**src/hw/rtl/websocket_frame_parser_unit_macros.svh**
```systemverilog
// Assertion macros for the websocket frame parser unit.
// Needs clk and rst_n in the scope of each use; empty bodies when SYNTH is set.
`ifndef WEBSOCKET_FRAME_PARSER_UNIT_MACROS_SVH
`define WEBSOCKET_FRAME_PARSER_UNIT_MACROS_SVH
`ifndef SYNTH
// Same-cycle implication
`define WFP_ASSERT_IMP(lbl, ante, cons) \
    lbl: assert property (@(posedge clk) disable iff (!rst_n) (ante) |-> (cons)) \
        else $error("wfp check failed: same-cycle implication");
// Next-cycle implication
`define WFP_ASSERT_NXT(lbl, ante, cons) \
    lbl: assert property (@(posedge clk) disable iff (!rst_n) (ante) |=> (cons)) \
        else $error("wfp check failed: next-cycle implication");
`else
`define WFP_ASSERT_IMP(lbl, ante, cons)
`define WFP_ASSERT_NXT(lbl, ante, cons)
`endif
`endif

```
**src/hw/rtl/wfp_pkg.sv**
```systemverilog
// Shared types and constants of the websocket frame parser unit.
// No dependencies; imported by every module of the unit.
`timescale 1ns / 1ps

package wfp_pkg;

    localparam int BYTE_W  = 8;
    localparam int LEN_W   = 27;
    localparam int ACC_W   = 64;
    localparam int KEY_W   = 32;
    localparam int KIND_W  = 2;
    localparam int TDATA_W = 48;

    localparam int QUEUE_DEPTH_DEF = 4;

    localparam logic [LEN_W-1:0] LIMIT_RESET = 27'h4000000;

    // Length codes in the second header byte
    localparam logic [6:0] LEN_EXT16 = 7'd126;
    localparam logic [6:0] LEN_EXT64 = 7'd127;

    // Result kinds
    localparam logic [KIND_W-1:0] KIND_HEADER  = 2'd0;
    localparam logic [KIND_W-1:0] KIND_PAYLOAD = 2'd1;
    localparam logic [KIND_W-1:0] KIND_ERROR   = 2'd2;

    // Error codes
    localparam logic ERR_RESERVED  = 1'b0;
    localparam logic ERR_TOO_LARGE = 1'b1;

    // One classified word from the front end to the back end
    typedef struct packed {
        logic [KIND_W-1:0] kind;
        logic              fin;
        logic [3:0]        opcode;
        logic              masked;
        logic [LEN_W-1:0]  length;
        logic [BYTE_W-1:0] data;
        logic [BYTE_W-1:0] key;
        logic              last;
        logic              err_code;
    } cmd_t;

    // Push of one command into the queue
    typedef struct packed {
        logic valid;
        cmd_t cmd;
    } push_t;

endpackage

```
**src/hw/rtl/wfp_front.sv**
```systemverilog
// Front end: accepts wire bytes, tracks header parsing and classifies each byte.
// Depends on wfp_pkg; pushes classified words into wfp_queue.
`timescale 1ns / 1ps

module wfp_front
    import wfp_pkg::*;
(
    input  logic             clk,
    input  logic             rst_n,
    input  logic             in_fire,
    input  logic [BYTE_W-1:0] in_byte,
    input  logic [LEN_W-1:0] max_len,
    output push_t            push,
    output logic             in_error
);

    localparam logic [2:0] PH_B0   = 3'd0;
    localparam logic [2:0] PH_B1   = 3'd1;
    localparam logic [2:0] PH_EXT  = 3'd2;
    localparam logic [2:0] PH_KEY  = 3'd3;
    localparam logic [2:0] PH_DATA = 3'd4;
    localparam logic [2:0] PH_ERR  = 3'd5;

    logic [2:0]        phase_reg, phase_next;
    logic [BYTE_W-1:0] hdr0_reg, hdr0_next;
    logic              mask_reg, mask_next;
    logic [ACC_W-1:0]  acc_reg, acc_next;
    logic [2:0]        cnt_reg, cnt_next;
    logic [KEY_W-1:0]  key_reg, key_next;
    logic [LEN_W-1:0]  off_reg, off_next;

    logic [ACC_W-1:0]  len_sel;
    logic              len_mask;
    logic              too_big;
    logic [ACC_W-1:0]  hdr_len;
    logic [ACC_W-1:0]  off_inc;
    logic [BYTE_W-1:0] key_byte;
    cmd_t              cmd;
    logic              emit;

    // Length that completes on this byte, and its limit check
    always_comb
    begin
        if (phase_reg == PH_EXT)
        begin
            len_sel  = {acc_reg[ACC_W-BYTE_W-1:0], in_byte};
            len_mask = mask_reg;
        end
        else
        begin
            len_sel  = {{(ACC_W-7){1'b0}}, in_byte[6:0]};
            len_mask = in_byte[7];
        end
        too_big = (|len_sel[ACC_W-1:LEN_W]) || (len_sel[LEN_W-1:0] > max_len);
    end

    // Key byte for the current payload offset, first wire byte at offset zero
    always_comb
    begin
        case (off_reg[1:0])
            2'd0:    key_byte = key_reg[31:24];
            2'd1:    key_byte = key_reg[23:16];
            2'd2:    key_byte = key_reg[15:8];
            default: key_byte = key_reg[7:0];
        endcase
    end

    assign off_inc = {{(ACC_W-LEN_W){1'b0}}, off_reg} + {{(ACC_W-1){1'b0}}, 1'b1};

    // Parse step for one accepted byte
    always_comb
    begin
        phase_next = phase_reg;
        hdr0_next  = hdr0_reg;
        mask_next  = mask_reg;
        acc_next   = acc_reg;
        cnt_next   = cnt_reg;
        key_next   = key_reg;
        off_next   = off_reg;
        cmd        = '0;
        emit       = 1'b0;
        hdr_len    = acc_reg;
        if (in_fire)
        begin
            case (phase_reg)
                PH_B0:
                begin
                    hdr0_next  = in_byte;
                    phase_next = PH_B1;
                end
                PH_B1, PH_EXT:
                begin
                    if (phase_reg == PH_B1)
                    begin
                        mask_next = in_byte[7];
                    end
                    if ((phase_reg == PH_B1) && (hdr0_reg[6:4] != 3'd0))
                    begin
                        emit         = 1'b1;
                        cmd.kind     = KIND_ERROR;
                        cmd.err_code = ERR_RESERVED;
                        phase_next   = PH_ERR;
                    end
                    else if ((phase_reg == PH_B1) && (in_byte[6:0] == LEN_EXT16))
                    begin
                        acc_next   = '0;
                        cnt_next   = 3'd1;
                        phase_next = PH_EXT;
                    end
                    else if ((phase_reg == PH_B1) && (in_byte[6:0] == LEN_EXT64))
                    begin
                        acc_next   = '0;
                        cnt_next   = 3'd7;
                        phase_next = PH_EXT;
                    end
                    else if ((phase_reg == PH_EXT) && (cnt_reg != 3'd0))
                    begin
                        acc_next = len_sel;
                        cnt_next = cnt_reg - 3'd1;
                    end
                    else
                    begin
                        // Length complete: check, then key or header
                        acc_next = len_sel;
                        if (too_big)
                        begin
                            emit         = 1'b1;
                            cmd.kind     = KIND_ERROR;
                            cmd.err_code = ERR_TOO_LARGE;
                            phase_next   = PH_ERR;
                        end
                        else if (len_mask)
                        begin
                            cnt_next   = 3'd3;
                            key_next   = '0;
                            phase_next = PH_KEY;
                        end
                        else
                        begin
                            emit       = 1'b1;
                            hdr_len    = len_sel;
                            cmd.kind   = KIND_HEADER;
                            off_next   = '0;
                            phase_next = (len_sel == '0) ? PH_B0 : PH_DATA;
                        end
                    end
                end
                PH_KEY:
                begin
                    key_next = {key_reg[KEY_W-BYTE_W-1:0], in_byte};
                    if (cnt_reg == 3'd0)
                    begin
                        emit       = 1'b1;
                        cmd.kind   = KIND_HEADER;
                        off_next   = '0;
                        phase_next = (acc_reg == '0) ? PH_B0 : PH_DATA;
                    end
                    else
                    begin
                        cnt_next = cnt_reg - 3'd1;
                    end
                end
                PH_DATA:
                begin
                    emit     = 1'b1;
                    cmd.kind = KIND_PAYLOAD;
                    cmd.data = in_byte;
                    cmd.key  = mask_reg ? key_byte : '0;
                    if (off_inc >= acc_reg)
                    begin
                        cmd.last   = 1'b1;
                        phase_next = PH_B0;
                        off_next   = '0;
                    end
                    else
                    begin
                        off_next = off_inc[LEN_W-1:0];
                    end
                end
                PH_ERR:
                begin
                    phase_next = PH_ERR;
                end
                default:
                begin
                    phase_next = PH_ERR;
                end
            endcase
            // Header fields come from the stored first byte
            if (emit && (cmd.kind == KIND_HEADER))
            begin
                cmd.fin    = hdr0_reg[7];
                cmd.opcode = hdr0_reg[3:0];
                cmd.masked = mask_next;
                cmd.length = hdr_len[LEN_W-1:0];
                cmd.last   = (hdr_len == '0);
            end
        end
    end

    // Advance parse state
    always_ff @(posedge clk or negedge rst_n)
    begin
        if (!rst_n)
        begin
            phase_reg <= PH_B0;
            hdr0_reg  <= '0;
            mask_reg  <= 1'b0;
            acc_reg   <= '0;
            cnt_reg   <= '0;
            key_reg   <= '0;
            off_reg   <= '0;
        end
        else
        begin
            phase_reg <= phase_next;
            hdr0_reg  <= hdr0_next;
            mask_reg  <= mask_next;
            acc_reg   <= acc_next;
            cnt_reg   <= cnt_next;
            key_reg   <= key_next;
            off_reg   <= off_next;
        end
    end

    assign push.valid = emit;
    assign push.cmd   = cmd;
    assign in_error   = (phase_reg == PH_ERR);

endmodule

```
**src/hw/rtl/wfp_queue.sv**
```systemverilog
// Short queue of classified words between front end and back end.
// Depends on wfp_pkg for the command type.
`timescale 1ns / 1ps

module wfp_queue
    import wfp_pkg::*;
#(
    parameter int DEPTH = QUEUE_DEPTH_DEF
)
(
    input  logic  clk,
    input  logic  rst_n,
    input  push_t push,
    input  logic  pop,
    output cmd_t  head,
    output logic  empty,
    output logic  full
);

    localparam int PTR_W = $clog2(DEPTH);
    localparam int CNT_W = $clog2(DEPTH + 1);
    localparam logic [PTR_W-1:0] PTR_LAST = PTR_W'(DEPTH - 1);
    localparam logic [CNT_W-1:0] CNT_FULL = CNT_W'(DEPTH);
    localparam logic [PTR_W-1:0] PTR_ONE  = PTR_W'(1);
    localparam logic [CNT_W-1:0] CNT_ONE  = CNT_W'(1);

    cmd_t             slot_reg [DEPTH];
    logic [PTR_W-1:0] wr_ptr_reg, wr_ptr_next;
    logic [PTR_W-1:0] rd_ptr_reg, rd_ptr_next;
    logic [CNT_W-1:0] cnt_reg, cnt_next;
    logic             do_push;
    logic             do_pop;

    assign empty   = (cnt_reg == '0);
    assign full    = (cnt_reg == CNT_FULL);
    assign do_push = push.valid && !full;
    assign do_pop  = pop && !empty;
    assign head    = slot_reg[rd_ptr_reg];

    // Advance pointers and fill count
    always_comb
    begin
        wr_ptr_next = wr_ptr_reg;
        rd_ptr_next = rd_ptr_reg;
        cnt_next    = cnt_reg;
        if (do_push)
        begin
            wr_ptr_next = (wr_ptr_reg == PTR_LAST) ? '0 : wr_ptr_reg + PTR_ONE;
        end
        if (do_pop)
        begin
            rd_ptr_next = (rd_ptr_reg == PTR_LAST) ? '0 : rd_ptr_reg + PTR_ONE;
        end
        case ({do_push, do_pop})
            2'b10:   cnt_next = cnt_reg + CNT_ONE;
            2'b01:   cnt_next = cnt_reg - CNT_ONE;
            default: cnt_next = cnt_reg;
        endcase
    end

    always_ff @(posedge clk or negedge rst_n)
    begin
        if (!rst_n)
        begin
            wr_ptr_reg <= '0;
            rd_ptr_reg <= '0;
            cnt_reg    <= '0;
        end
        else
        begin
            wr_ptr_reg <= wr_ptr_next;
            rd_ptr_reg <= rd_ptr_next;
            cnt_reg    <= cnt_next;
        end
    end

    // Store the pushed word
    always_ff @(posedge clk)
    begin
        if (do_push)
        begin
            slot_reg[wr_ptr_reg] <= push.cmd;
        end
    end

endmodule

```
**src/hw/rtl/wfp_back.sv**
```systemverilog
// Back end: unmasks payload bytes, formats results and holds the output word.
// Depends on wfp_pkg; pops words from wfp_queue.
`timescale 1ns / 1ps

module wfp_back
    import wfp_pkg::*;
(
    input  logic               clk,
    input  logic               rst_n,
    input  cmd_t               head,
    input  logic               empty,
    output logic               pop,
    output logic               out_valid,
    input  logic               out_ready,
    output logic [TDATA_W-1:0] out_data,
    output logic [KIND_W-1:0]  out_kind,
    output logic               out_last
);

    logic               valid_reg, valid_next;
    logic [TDATA_W-1:0] data_reg, data_next;
    logic [KIND_W-1:0]  kind_reg, kind_next;
    logic               last_reg, last_next;

    assign pop = !empty && (!valid_reg || out_ready);

    // Format the next result, zeroing fields that do not apply to its kind
    always_comb
    begin
        valid_next = valid_reg;
        data_next  = data_reg;
        kind_next  = kind_reg;
        last_next  = last_reg;
        if (pop)
        begin
            valid_next = 1'b1;
            kind_next  = head.kind;
            data_next  = '0;
            last_next  = 1'b0;
            case (head.kind)
                KIND_HEADER:
                begin
                    data_next[0]    = head.fin;
                    data_next[4:1]  = head.opcode;
                    data_next[5]    = head.masked;
                    data_next[32:6] = head.length;
                    last_next       = head.last;
                end
                KIND_PAYLOAD:
                begin
                    data_next[40:33] = head.data ^ head.key;
                    last_next        = head.last;
                end
                KIND_ERROR:
                begin
                    data_next[41] = head.err_code;
                end
                default:
                begin
                    data_next = '0;
                end
            endcase
        end
        else if (out_ready)
        begin
            valid_next = 1'b0;
        end
    end

    always_ff @(posedge clk or negedge rst_n)
    begin
        if (!rst_n)
        begin
            valid_reg <= 1'b0;
        end
        else
        begin
            valid_reg <= valid_next;
        end
    end

    // Hold the output word
    always_ff @(posedge clk)
    begin
        data_reg <= data_next;
        kind_reg <= kind_next;
        last_reg <= last_next;
    end

    assign out_valid = valid_reg;
    assign out_data  = data_reg;
    assign out_kind  = kind_reg;
    assign out_last  = last_reg;

endmodule

```
**src/hw/rtl/websocket_frame_parser_unit.sv**
```systemverilog
// Channel  | Signals                                   | Word
// in       | s_axis_tvalid/tready/tdata               | one wire byte
// out      | m_axis_tvalid/tready/tdata/tuser/tlast   | header, payload byte or error
// cfg      | cfg_valid/cfg_ready/cfg_data             | max_payload_length
// One byte per cycle in while the queue is not full; each result passes the queue slot
// and then the output register before it is presented.
// The parse state in the front end updates once per byte, the only serial loop.
// The output word stalls into a QUEUE_DEPTH queue; s_axis_tready drops only when it fills.
// rst_n clears the parse phase, queue and output valid; the length limit returns to 2^26.
// After a reserved-bit or oversize error, bytes are taken and dropped until reset.
`timescale 1ns / 1ps

`include "websocket_frame_parser_unit_macros.svh"

module websocket_frame_parser_unit
    import wfp_pkg::*;
#(
    parameter int QUEUE_DEPTH = QUEUE_DEPTH_DEF
)
(
    input  logic               clk,
    input  logic               rst_n,
    input  logic               s_axis_tvalid,
    output logic               s_axis_tready,
    input  logic [BYTE_W-1:0]  s_axis_tdata,   // [7:0] in_byte
    output logic               m_axis_tvalid,
    input  logic               m_axis_tready,
    // [0] fin_flag, [4:1] opcode, [5] masked, [32:6] payload_length,
    // [40:33] payload_byte, [41] error_code, [47:42] zero
    output logic [TDATA_W-1:0] m_axis_tdata,
    output logic [KIND_W-1:0]  m_axis_tuser,   // [1:0] kind
    output logic               m_axis_tlast,
    input  logic               cfg_valid,
    output logic               cfg_ready,
    input  logic [LEN_W-1:0]   cfg_data        // [26:0] max_payload_length
);

    logic [LEN_W-1:0] max_len_reg;
    push_t            push;
    logic             in_error;
    cmd_t             head;
    logic             q_empty;
    logic             q_full;
    logic             q_pop;
    logic             in_fire;

    // Take the limit register write
    assign cfg_ready = 1'b1;

    always_ff @(posedge clk or negedge rst_n)
    begin
        if (!rst_n)
        begin
            max_len_reg <= LIMIT_RESET;
        end
        else if (cfg_valid)
        begin
            max_len_reg <= cfg_data;
        end
    end

    assign s_axis_tready = !q_full;
    assign in_fire       = s_axis_tvalid && s_axis_tready;

    wfp_front u_front (
        .clk      (clk),
        .rst_n    (rst_n),
        .in_fire  (in_fire),
        .in_byte  (s_axis_tdata),
        .max_len  (max_len_reg),
        .push     (push),
        .in_error (in_error)
    );

    wfp_queue #(
        .DEPTH (QUEUE_DEPTH)
    ) u_queue (
        .clk   (clk),
        .rst_n (rst_n),
        .push  (push),
        .pop   (q_pop),
        .head  (head),
        .empty (q_empty),
        .full  (q_full)
    );

    wfp_back u_back (
        .clk       (clk),
        .rst_n     (rst_n),
        .head      (head),
        .empty     (q_empty),
        .pop       (q_pop),
        .out_valid (m_axis_tvalid),
        .out_ready (m_axis_tready),
        .out_data  (m_axis_tdata),
        .out_kind  (m_axis_tuser),
        .out_last  (m_axis_tlast)
    );

    // An error result never closes a frame
    `WFP_ASSERT_IMP(a_err_not_last, m_axis_tvalid && (m_axis_tuser == KIND_ERROR), !m_axis_tlast)
    // The error state holds until reset
    `WFP_ASSERT_NXT(a_err_sticky, in_error, in_error)
    // Nothing is classified once the error state is reached
    `WFP_ASSERT_IMP(a_err_silent, in_error, !push.valid)

endmodule

```
**config.mk**
```make
export PLATFORM = sky130hd
export DESIGN_NAME = websocket_frame_parser_unit
export DESIGN_NICKNAME = d
export VERILOG_FILES = /design/src/hw/rtl/wfp_pkg.sv /design/src/hw/rtl/wfp_front.sv /design/src/hw/rtl/wfp_queue.sv /design/src/hw/rtl/wfp_back.sv /design/src/hw/rtl/websocket_frame_parser_unit.sv
export VERILOG_INCLUDE_DIRS = /design/src /design/src/hw/rtl
export SDC_FILE = /design/constraint.sdc
export NUM_CORES = 1
export LEC_CHECK = 0
export CAP_MARGIN = 20
export CORE_AREA = 5 5 235 260
export CTS_CLUSTER_SIZE = 28
export DETAILED_ROUTE_END_ITERATION = 10
export DIE_AREA = 0 0 240 265
export DONT_BUFFER_PORTS = 1
export PLACE_DENSITY_LB_ADDON = 0.1
export SLEW_MARGIN = 10
export SYNTH_ARGS = -nofsm -noshare
export SYNTH_HDL_FRONTEND = slang
export SYNTH_HIERARCHICAL = 1
export SYNTH_SLANG_ARGS = --single-unit
```
**constraint.sdc**
```tcl
create_clock -name clk -period 7.9 [get_ports clk]
set_input_delay 1.185 -clock clk [delete_from_list [all_inputs] [get_ports clk]]
set_output_delay 1.185 -clock clk [all_outputs]
set_load 0.005 [all_outputs]
```
==> metrics.cfg, run 1 <==
[run_status]
status = finished, final reports clean

[timing]
period_share_pct = 78.5
final-setup-viol-count = 0
layout_min_cycle_time_ns = 6.20
fmax_mhz = 161
hold_viol = 0
worst_slew_pin_slew_ns = 1.01
maxSlewHeadroom_pct = 32.8
timing.setup.tns_ns = 0
rsz0062_at_grt = no
fin_skew_ns = 0.0186
maxSlewViolCount = 0

[die]
io_pins = 94
initial_core_util_pct = 34.6
row_count = 93
fp.dieW_um = 240
die_h_um = 265
core_area_mm2 = 0.0581
dieArea_mm2 = 0.0636

[power_and_ir_drop]
p_seq_share_pct = 43.7
p_int_w = 0.00499
power.leakage_nw = 8.83
switching_share_pct = 32.3
ir_worst_vdd_v = 0.000156
clkPwrFrac_pct = 31.5
combPwrFrac_pct = 24.8
p_per_area_mw_per_mm2 = 331
p_sw_w = 0.00238

[setup_path]
regToRegSetupSlack_ns = 1.70
slowest_delay_ns = 0.86
worstPathArrival_ns = 6.45
endpoint_kind = flip-flop
setup.worst_path.start = u_front/phase_reg[2]
r2r_cells = 14
cp_data_required_time_ns = 8.15
criticalPathCategory = reg -> reg
critical_path.slowest_cell = and2_2
cp-endpoint = u_queue/slot_reg[2][47]
start_kind = flip-flop
cp_max_fo = 33
r2r-start = u_front/phase_reg[2]
worstPathCellList = or3b_1 -> nor2_1 -> ha_1 -> nand4_1 -> nor4_1 -> nand3_1 -> a211oi_1 -> o21a_1 -> nor3_1 -> nor2_1 -> o21a_1 -> nor2b_2 -> and2_2 -> buf_4
r2r_end = u_queue/slot_reg[2][47]

[global_routing]
first_global_vias = 12400
grt_pass1_wl_um = 78000
grt_use_total_pct = 15.9
grt_max_degree = 174
overflow = 0
antenna_found_initial = 3

[place]
place_congestion = 0.847
hpwl_um = 34000
io_buffers = 0
place_area_mm2 = 0.0207

[detailed_routing]
via_count = 12300
first_iter_violations = 794
drtAntennaViolNets = 0
drcViolationCount = 0
routed_wl_um = 50700
dr.pass1.iters = 5
routedWlPerCell_um = 21.7
vias_per_cell = 5.25

[clocking]
clk_pin_slew_ns = 0.06
ctsHoldBuffers = 0
cts_tree = built
cts_root_buf = clkbuf_16
cts-resized-gates = 0
cts_made_buffers = 49
cts_max_level = 2
cts_setup_buffers = 0
clk_latency_ns = 0.59
clock-sinks = 430
clock_path_buffers = 3

[finish]
drive_gt1_share_pct = 14.2
fill_cells = 5490
fin_area_mm2 = 0.0223
area_growth_pct = 11.0
most-common-layout-cells = edfxtp_1, nand2_1, dfrtp_1
final_common_cell = edfxtp_1
largest_reg_flops = 212
diodes = 0
layout.nets = 1641

[flow_run]
drv_cap = 0

[yosys]
yosysWarnings = 6
synthCells = 1551
synth_area_mm2 = 0.0201
avgSynthCellArea_um2 = 13.0

[hold_path]
hold_path_class = in -> async

==> power by group through the flow <==
stage / clock network (W) / logic (W) / registers, W
detailed placement: 0 / 0.00187 / 0.00327
global route: 0.00250 / 0.00203 / 0.00328
floorplan: 0 / 0.00148 / 0.00310
finish: 0.00232 / 0.00183 / 0.00322
CTS: 0.00241 / 0.00187 / 0.00323
global placement: 0 / 0.00185 / 0.00327
==> how the worst min path moves through the flow <==
stage | from | slack (ns) | cells after the start | to
global route | rst_n | 0.26 | 0 | max_len_reg[24]
CTS | rst_n | 0.27 | 0 | u_front/off_reg[21]
floorplan | u_front/acc_reg[56] | 0.43 | 2 | u_front/acc_reg[56]
global placement | u_front/acc_reg[60] | 0.45 | 2 | u_front/acc_reg[60]
detailed placement | u_front/acc_reg[61] | 0.45 | 2 | u_front/acc_reg[61]
finish | rst_n | 0.31 | 0 | max_len_reg[24]
==> critical path, delay by kind of cell, from the launching register on <==
| kind | cells | cell delay, ns |
|---|---|---|
| buf+inv | 1 | 0.46 |
| fa+ha+maj | 1 | 0.39 |
| simple gates | 9 | 3.25 |
| compound gates | 3 | 0.90 |
| flops | 1 | 0.83 |
==> layer usage <==
metal / wire, um / track usage, % / up-vias
met4: 1320 / 4.39 / 0
li1: - / - / 5700
met2: 24100 / 25.6 / 266
met3: 2110 / 2.90 / 89
met1: 23200 / 22.1 / 6205
met5: 0 / 0 / -
==> area by class of cell <==
| class | instances | area (um^2) | area share, % |
|---|---|---|---|
| Tap cell | 760 | 951 | 4.26 |
| Inverter | 80 | 300 | 1.35 |
| Sequential cell | 430 | 12100 | 54.0 |
| Clock buffer | 63 | 1350 | 6.05 |
| Clock inverter | 29 | 305 | 1.37 |
| Multi-Input combinational cell | 958 | 7230 | 32.4 |
| Timing Repair Buffer | 16 | 120 | 0.538 |
==> per-stage QoR <==
| step | setup WS (ns) | hold WS (ns) | power (W) | util (%) | instances |
|---|---|---|---|---|---|
| 4_1_cts | 1.70 | 0.266 | 0.00751 | 38.4 | 2336 |
| 5_1_grt | 1.20 | 0.263 | 0.00781 | 38.4 | 2336 |
| 6_report | 1.70 | 0.310 | 0.00737 | 38.4 | 2336 |
| 2_1_floorplan | 2.68 | 0.430 | 0.00459 | - | 1556 |
| 3_3_place_gp | 1.81 | 0.450 | 0.00512 | 35.6 | 2244 |
| 3_5_place_dp | 1.72 | 0.453 | 0.00514 | 35.6 | 2244 |
Note: power is estimated with default switching activity, not from simulation.
==> run 2, diff against run 1 <==
- clock period: 7.9 -> 6.27 ns (I/O delays scaled with it)
==> metrics.cfg, run 2 (same netlist as run 1, synthesis figures left out) <==
[run_status]
status = finished, final reports clean  ; unchanged

[setup_path]
slowest_delay_ns = 0.68  ; was 0.86 ns
cp_max_fo = 26  ; was 33
worstPathArrival_ns = 5.78  ; was 6.45 ns
worstPathCellList = and3_1 -> nand3_2 -> nor4_1 -> and4_1 -> nand2_1 -> nor2_1 -> xor2_1 -> ha_1 -> a21o_1 -> a21o_1 -> a21o_1 -> or2_2 -> a2111oi_0 -> nor2_1 -> nor2_4 -> mux2_2  ; was or3b_1 -> nor2_1 -> ha_1 -> nand4_1 -> nor4_1 -> nand3_1 -> a211oi_1 -> o21a_1 -> nor3_1 -> nor2_1 -> o21a_1 -> nor2b_2 -> and2_2 -> buf_4
crit_top_cell = a21o_1
r2r-start = u_front/off_reg[2]  ; was u_front/phase_reg[2]
critical_path.slowest_cell = nor4_1  ; was and2_2
regToRegSetupSlack_ns = 1.0  ; was 1.70 ns
cp_data_required_time_ns = 6.78  ; was 8.15 ns
criticalPathCategory = reg -> reg  ; unchanged
r2r_cells = 16  ; was 14
r2r_end = u_front/off_reg[0]  ; was u_queue/slot_reg[2][47]
endpoint_kind = flip-flop  ; unchanged
start_kind = flip-flop  ; unchanged

[timing]
hold_viol = 0  ; unchanged
period_share_pct = 84.1  ; was 78.5%
fin_skew_ns = 0.0249  ; was 0.0186 ns
timing.setup.tns_ns = 0  ; unchanged
final-setup-viol-count = 0  ; unchanged
fmax_mhz = 190  ; was 161 MHz
worst_slew_pin_slew_ns = 0.884  ; was 1.01 ns
maxSlewViolCount = 0  ; unchanged
rsz0062_at_grt = no  ; unchanged
layout_min_cycle_time_ns = 5.27  ; was 6.20 ns
maxSlewHeadroom_pct = 41.1  ; was 32.8%
setup_ws_ns = 0.995  ; was 1.70 ns

[global_routing]
grt_pass1_wl_um = 77200  ; was 78000 um
antenna_found_initial = 1  ; was 3
grt_max_degree = 174  ; unchanged
grt_use_total_pct = 15.7  ; was 15.9%
overflow = 0  ; unchanged
first_global_vias = 12200  ; was 12400

[finish]
final_common_cell = edfxtp_1  ; unchanged
final_util_pct = 38.5  ; was 38.4%
multi_input_area_mm2 = 0.00723  ; unchanged
diodes = 0  ; unchanged
largest_reg_flops = 212  ; unchanged
area_growth_pct = 11.2  ; was 11.0%
drive_gt1_share_pct = 14.3  ; was 14.2%
most-common-layout-cells = edfxtp_1, nand2_1, dfrtp_1  ; unchanged
fill_cells = 5545  ; was 5490
layout.nets = 1650  ; was 1641
seq_area_mm2 = 0.0121  ; unchanged
fin_cells = 2343  ; was 2336

[power_and_ir_drop]
ir_worst_vdd_v = 0.000223  ; was 0.000156 V
power.leakage_nw = 8.84  ; was 8.83 nW
p_total_w = 0.00914  ; was 0.00737 W
p_per_area_mw_per_mm2 = 409  ; was 331 mW/mm^2

[detailed_routing]
drtAntennaViolNets = 0  ; unchanged
dr.pass1.iters = 5  ; unchanged
routed_wl_um = 50300  ; was 50700 um
via_count = 12200  ; was 12300
routedWlPerCell_um = 21.5  ; was 21.7 um
first_iter_violations = 922  ; was 794
vias_per_cell = 5.20  ; was 5.25
drcViolationCount = 0  ; unchanged

[die]
fp.dieW_um = 240  ; unchanged
initial_core_util_pct = 34.6  ; unchanged
io_pins = 94  ; unchanged
dieArea_mm2 = 0.0636  ; unchanged
die_h_um = 265  ; unchanged
core_area_mm2 = 0.0581  ; unchanged
row_count = 93  ; unchanged

[clocking]
cts_root_buf = clkbuf_16  ; unchanged
cts-resized-gates = 0  ; unchanged
clock-sinks = 430  ; unchanged
cts_tree = built  ; unchanged
ctsHoldBuffers = 0  ; unchanged
cts_setup_buffers = 0  ; unchanged
clock_path_buffers = 3  ; unchanged
cts_max_level = 2  ; unchanged
cts_made_buffers = 48  ; was 49
clk_pin_slew_ns = 0.06  ; about the same
clk_latency_ns = 0.59  ; about the same

[place]
place_congestion = 0.841  ; was 0.847
dp_worst_setup_slack_ns = 1.02  ; was 1.72 ns
hpwl_um = 33300  ; was 34000 um
io_buffers = 0  ; unchanged
dp_cells = 2253  ; was 2244

[hold_path]
hold_path_class = in -> async  ; unchanged

[flow_run]
drv_cap = 0  ; unchanged

[run 2: cell types whose count changed in the layout (fill, tap and decap cells not counted), sizes merged]
cell    previous run  this run
inv               83        82
clkbuf            63        64
bufinv             5         3
clkinv            19        18
buf               16        26
[run 2: where the power goes]
part | switching (W) | internal (W)
sequential | 0.000422 | 0.00365
combinational | 0.00136 | 0.000927
clock | 0.00117 | 0.00160
total | 0.00296 | 0.00618
[run 2: area by class of cell]
type	count	share of cell area, %
Inverter	80	1.34
Clock inverter	25	1.07
Timing Repair Buffer	26	1.21
Sequential cell	430	53.9
Tap cell	760	4.25
Multi-Input combinational cell	958	32.3
Clock buffer	64	5.87
[run 2: through the flow]
stage / cell area [um^2] / hold slack (ns)
after floorplan: 20100 / 0.430
after global placement: 20800 / 0.448
after detailed placement: 20800 / 0.450
after CTS: 22300 / 0.00893
after global routing: 22400 / 0.0150
final: 22400 / 0.0558
[run 2: how the worst max path moves through the flow]
stage	startpoint	to	depth (start not counted)
after floorplan	u_front/phase_reg[1]	u_queue/slot_reg[0][0]	19
after global placement	u_front/phase_reg[0]	u_queue/slot_reg[3][22]	14
after detailed placement	u_front/off_reg[2]	u_front/off_reg[0]	16
after CTS	u_front/off_reg[2]	u_front/off_reg[0]	16
after global routing	u_front/off_reg[5]	u_front/off_reg[0]	16
final	u_front/off_reg[2]	u_front/off_reg[0]	16
[run 2: critical path, delay by kind of cell, from the launching register on]
family / cells / cell delay [ns]
adder cells (fa/ha/maj): 1 / 0.27
AO/OA/AOI/OAI: 4 / 1.05
AND/OR/NAND/NOR: 9 / 2.93
XOR/XNOR: 1 / 0.19
flip-flops: 1 / 0.46
multiplexers: 1 / 0.28
[run 2: layer usage]
metal / share of wire [%] / routed length, um / vias to the layer above / track usage (%)
li1: - / - / 5691 / -
met3: 3.5 / 1760 / 72 / 2.50
met2: 48 / 24100 / 235 / 25.3
met1: 46 / 23400 / 6191 / 22.2
met5: 0 / 0 / - / 0
met4: 2.2 / 1120 / 0 / 3.96
